==> config.mk <==
export PLATFORM = sky130hd
export DESIGN_NAME = lleq_ram
export DESIGN_NICKNAME = d
export VERILOG_FILES = /design/src/assert_macros.svh /design/src/lleq_ram.sv
export SDC_FILE = /design/constraint.sdc
export NUM_CORES = 1
export LEC_CHECK = 0
export BUFFER_PORTS_ARGS = -buffer_cell sky130_fd_sc_hd__buf_2
export CELL_PAD_IN_SITES_DETAIL_PLACEMENT = 2
export CELL_PAD_IN_SITES_GLOBAL_PLACEMENT = 2
export CORE_MARGIN = 3
export CORE_UTILIZATION = 52
export CTS_BUF_LIST = sky130_fd_sc_hd__clkbuf_8
export DETAILED_ROUTE_END_ITERATION = 8
export PLACE_DENSITY = 0.79
export SYNTH_ARGS = -nofsm -noshare
export SYNTH_HDL_FRONTEND = slang
export SYNTH_SLANG_ARGS = --single-unit
export TNS_END_PERCENT = 5
==> constraint.sdc <==
create_clock -name i_clk -period 2.8 [get_ports i_clk]
set_input_delay 0.28 -clock i_clk [delete_from_list [all_inputs] [get_ports i_clk]]
set_output_delay 0.28 -clock i_clk [all_outputs]
set_load 0.005 [all_outputs]
==> src/assert_macros.svh <==
// Assertion macros shared by the event FIFO RTL.
`ifndef ASSERT_MACROS_SVH
`define ASSERT_MACROS_SVH

// Check a property on every rising clock edge once reset is released.
`define ASSERT_CLK(label, prop, msg) \
    label: assert property (@(posedge i_clk) disable iff (!i_rst_n) prop) \
        else $error(msg);

// Check that a trigger implies a consequence on the next clock edge.
`define ASSERT_NEXT(label, trig, cons, msg) \
    label: assert property (@(posedge i_clk) disable iff (!i_rst_n) \
        (trig) |=> (cons)) else $error(msg);

`endif

==> src/lleq_ram.sv <==
// Generic single-write, single-read RAM with registered read data.
`default_nettype none
module lleq_ram #(
    parameter int WIDTH = 8,
    parameter int DEPTH = 64
) (
    input  wire logic                     i_clk,
    input  wire logic                     i_we,
    input  wire logic [$clog2(DEPTH)-1:0] i_waddr,
    input  wire logic [WIDTH-1:0]         i_wdata,
    input  wire logic                     i_re,
    input  wire logic [$clog2(DEPTH)-1:0] i_raddr,
    output logic      [WIDTH-1:0]         o_rdata
);

    logic [WIDTH-1:0] r_mem [DEPTH];

    // Write port; read data holds while no read is issued
    always_ff @(posedge i_clk) begin
        if (i_we) begin
            r_mem[i_waddr] <= i_wdata;
        end
        if (i_re) begin
            o_rdata <= r_mem[i_raddr];
        end
    end

endmodule
`default_nettype wire

==> summary.md, run 1 <==
| Metric | Value |
|---|---|
| Mapped cell area | 0.02025 sq mm |
| Number of synthesized register bits | 520 |
| Count of different cell masters after synthesis | 39 |
| Die H | 203.3 um |
| FP Rows | 71 |
| Status | aborted with a tool error |
| EDFF count, synth | 520 |
| Starting density of the core | 0.5325 |
| First Err | [ERROR DPL-0033] detailed placement checks failed during check placement. |
| DP Wirelength | 40.13 mm |
| Die Wd | 203.3 um |
| I/O pin cnt | 31 |
| Post-synth ARST share | 0 |
| Gp weighted congestion | 0.8203 |
| Cell count after synthesis | 940 |
| Ys flop type | edfxtp_1 |
| Exit stage | detailed placement |
| Syn. warnings | 0 |
| Post-Syn Area per Cell | 21.54 sq um |
| Mapped Nets | 963 |
| Input/output buffers | 30 |
| Sequential area share after synthesis | 0.7712 |
==> kinds of logic after synthesis <==
| kind of cell | Yosys count | share of synthesized area |
|---|---|---|
| buffers and inverters | 51 | 0.01563 |
| AND/OR/NAND/NOR | 153 | 0.03374 |
| AO/OA/AOI/OAI | 54 | 0.02064 |
| multiplexers | 162 | 0.1588 |
| flip-flops | 520 | 0.7712 |
==> through the flow <==
step | setup WS, ns | std cells
2_1_floorplan | 0.7137 | 940
3_3_place_gp | 0.2678 | 1550
==> synthesized netlist by cell type, types with 4 or more instances <==
master    number  area [sq um]
a211oi_1       4         30.03
a221oi_1       6         52.55
buf_1          4         15.01
buf_2         11         55.05
buf_4         13         97.59
buf_6          4         45.04
clkbuf_1      17         63.81
edfxtp_1     520         15610
mux2_2        13         146.4
mux2i_1       23         230.2
mux4_2       126          2838
nand2_1       19         71.32
nand2b_1       7         43.79
nand3_1       13         65.06
nor2_1        83         311.6
nor2b_1       14         87.58
nor3_1         7         35.03
o221ai_1       8         70.07
o22ai_1        8         50.05
==> run 2, diff against run 1 <==
==> config.mk (replaced) <==
export PLATFORM = sky130hd
export DESIGN_NAME = lleq_ram
export DESIGN_NICKNAME = d
export VERILOG_FILES = /design/src/assert_macros.svh /design/src/lleq_ram.sv
export SDC_FILE = /design/constraint.sdc
export NUM_CORES = 1
export LEC_CHECK = 0
export BUFFER_PORTS_ARGS = -buffer_cell sky130_fd_sc_hd__buf_2
export CORE_MARGIN = 3
export CORE_UTILIZATION = 40
export DETAILED_ROUTE_END_ITERATION = 8
export PLACE_DENSITY_LB_ADDON = 0.15
export SYNTH_ARGS = -nofsm -noshare
export SYNTH_HDL_FRONTEND = slang
export SYNTH_SLANG_ARGS = --single-unit
export TNS_END_PERCENT = 5
==> summary.md, run 2 <==
| Metric | Value |
|---|---|
| Status | finished clean (was aborted with a tool error) |
| Starting density of the core | 0.4094 (was 0.5325) |
| Worst-Skew Late Latency | 0.61 ns |
| DR iter-0 viols | 975 |
| Grt met1 use | 0.2783 |
| Largest net degree at the start of global routing | 65 |
| Mapped cell area | 0.02025 sq mm (unchanged) |
| Core area | 0.04946 sq mm |
| Post-Syn Area per Cell | 21.54 sq um (unchanged) |
| FP Rows | 81 (was 71) |
| Critical path arrival | 2.51 ns |
| Synth area leader | edfxtp_1 (unchanged) |
| Die Wd | 231.0 um (was 203.3 um) |
| Combinational share of power | 0.052 |
| Clock transition at path regs | 0.07 ns |
| Post-Synth XOR/XNOR Area | 0 (unchanged) |
| # DRC | 0 |
| Synth Area in Compound Gates | 0.02064 (unchanged) |
| Headroom to the max-slew limit | 0.3677 |
| Peak VDD IR | 0.0003591 V |
| Via density | 5.497 |
| Gp weighted congestion | 0.7690 (was 0.8203) |
| H-tree depth | 2 |
| Drt wl/cell | 27.05 um |
| Switching Share | 0.2146 |
| Most frequent cells in the layout | edfxtp_1 (520), mux4_2 (126), buf_4 (102) |
| Min-delay worst type | in2reg |
| Sequential share of power | 0.529 |
| Largest stage delay, worst path | 0.58 ns |
| Post-synth ARST share | 0 (unchanged) |
| Psw | 0.003509 W |
| Largest family of logic cells by synthesized area | multiplexers (unchanged) |
| End point of the worst hold path | o_rdata[5] |
| Crit path max fanout | 1 |
| Initial antenna violation count | 0 |
| Critical setup path kind | reg2reg |
| Area fraction of the dominant cell type after synthesis | 0.7712 (unchanged) |
| Mapped Nets | 963 (unchanged) |
| Cell count after synthesis | 940 (unchanged) |
| Clk sink count | 520 |
| Slew @ Worst Pin | 0.9485 ns |
| Adder-cell area share of the yosys netlist | 0 (unchanged) |
| Share of layout cells above drive strength 1 | 0.3203 |
| Max-cap viol count | 0 |
| First-pass GRT wire length | 71.39 mm |
| Tcrit/Tclk final | 0.7746 |
| Setup TNS | 0 ns |
| Antenna-violating nets left | 0 |
| Count leader, synth | edfxtp_1 (unchanged) |
| Final design utilization | 0.4768 |
| Leak | 7.530 nW |
| Critical path's top delay family | compound AO/OA/AOI/OAI gates |
| P&R area growth vs syn | 16.46% |
| Minimum clock period | 2.169 ns |
| Commonest non-fill, non-tap cell in the layout | edfxtp_1 |
| Max Fclk | 461.1 MHz |
| Count of different cell masters after synthesis | 39 (unchanged) |
| Sequential area share after synthesis | 0.7712 (unchanged) |
| CP cell instances | mux4_2, nor2b_1, a2111oi_0, buf_4, o41ai_1 |
| Top cells by count, synth | edfxtp_1 (520), mux4_2 (126), nor2_1 (83), mux2i_1 (23), nand2_1 (19) (unchanged) |
| Antenna Cells | 0 |
| Resize count post-CTS | 0 |
| Hold path depth | 1 |
| Cell Pwr Density | 693.6 mW/mm^2 |
| Reg2Reg Depth | 5 |
| DP Wirelength | 30.92 mm (was 40.13 mm) |
| GR Overflow Total | 0 |
| Critical path startpoint category | register |
| Vias in the first global route | 10.01k |
| CP bufs+invs | 1 |
| GR Util met2 | 0.2827 |
| Largest regs | r_mem: 512 flops, o_rdata: 8 flops |
| DR vias | 9828 |
| Met3 Use GR | 0.03258 |
| DIE AREA | 0.05335 sq mm |
| GRT Overall Usage | 0.1856 |
| Post-synthesis mux area share | 0.1588 (unchanged) |
| CTS Buf Count | 54 |
| R2R Setup Slk | 0.63 ns |
| Synth Area in Simple Gates | 0.03374 (unchanged) |
| CP Data Required Time | 3.14 ns |
| Slowest library cell on the worst path | a2111oi_0 |
| P_int | 0.01285 W |
| Register area | 0.01562 sq mm |
| Setup crit end kind | register |
| Reg-to-Reg End | o_rdata[3] |
| Syn. warnings | 0 (unchanged) |
| Clk pwr share | 0.419 |
| Hold path startpoint | i_re |
| Routed wire length | 48.37 mm |
| Number of synthesized register bits | 520 (unchanged) |
| Input/output buffers | 30 (unchanged) |
| Multi-input logic area | 0.004315 sq mm |
| CTS Buffer Depth | 3 |
| Max reg flops | 512 |
| Total Nets Final | 1110 |
| GRT busiest layer | met2 |
| # fillers | 4142 |
| Final Setup Violations | 0 |
| First-pass DRT Iterations | 5 |
| I/O pin cnt | 31 (unchanged) |
| Post-CTS setup buffers | 0 |
| RSZ-0062 raised after global routing | false |
| Cts hold-fix bufs | 0 |
| EDFF count, synth | 520 (unchanged) |
| Worst R2R Start | r_mem[2][3] |
| Synth top area cells | edfxtp_1 (77%), mux4_2 (14%), nor2_1 (1.5%) (unchanged) |
| Final hold vios | 0 |
| TritonCTS clock tree | done |
| Skew final | 0.02433 ns |
| Die H | 231.0 um (was 203.3 um) |
| Root Buffer | clkbuf_16 |
| Top reg by flops | r_mem |
| Max-slew violation count | 0 |
| Ys flop type | edfxtp_1 (unchanged) |
run 2: cell type report:
cell class | instances | share of cell area
flip-flops and latches | 520 | 0.6622
multi-input cells | 369 | 0.1830
clock buffers | 65 | 0.05996
repair buffers | 142 | 0.04898
well taps | 664 | 0.03523
clock inverters | 28 | 0.01061
run 2: worst max path at each step:
stage / depth (start not counted) / startpoint / slack, ns / end
2_1_floorplan: 7 / i_raddr[1] / 0.71 / o_rdata[3]
3_3_place_gp: 7 / i_raddr[0] / 0.01 / o_rdata[5]
3_5_place_dp: 7 / i_raddr[0] / 0.11 / o_rdata[5]
4_1_cts: 5 / r_mem[3][5] / 0.63 / o_rdata[5]
5_1_grt: 5 / r_mem[3][3] / 0.53 / o_rdata[3]
6_report: 5 / r_mem[2][3] / 0.63 / o_rdata[3]
run 2: logic make-up after synthesis:
logic type | count (synthesis)
AOI/OAI and AO/OA | 54
buffers and inverters | 51
DFF | 520
muxes | 162
and+or+nand+nor | 153
run 2: through the flow:
stage / power (W) / hold slack (ns) / worst slack, ns / cells / instance area (sq um)
3_5_place_dp: 0.009691 / 0.6834 / 0.1122 / 1695 / 21920
6_report: 0.01635 / 0.06812 / 0.6311 / 1788 / 23580
5_1_grt: 0.01688 / 0.04864 / 0.5338 / 1788 / 23580
3_3_place_gp: 0.009682 / 0.6759 / 0.01045 / 1695 / 21920
4_1_cts: 0.01651 / 0.03571 / 0.6286 / 1788 / 23580
2_1_floorplan: 0.009270 / 0.3789 / 0.7137 / 940 / 20250
run 2: routing by layer:
layer	wire length (um)	vias up
li1	-	4225
met1	22220	5256
met2	22400	279
met3	2748	68
met4	1000	0
met5	0	-
run 2: power by group through the flow:
stage / logic, W / registers [W] / clock network, W
6_report: 0.000852 / 0.00866 / 0.00684
5_1_grt: 0.000918 / 0.00866 / 0.00731
4_1_cts: 0.000869 / 0.00866 / 0.00698
3_5_place_dp: 0.000867 / 0.00882 / 0
3_3_place_gp: 0.000859 / 0.00882 / 0
2_1_floorplan: 0.000459 / 0.00881 / 0
Power figures use the tool's default switching activity.
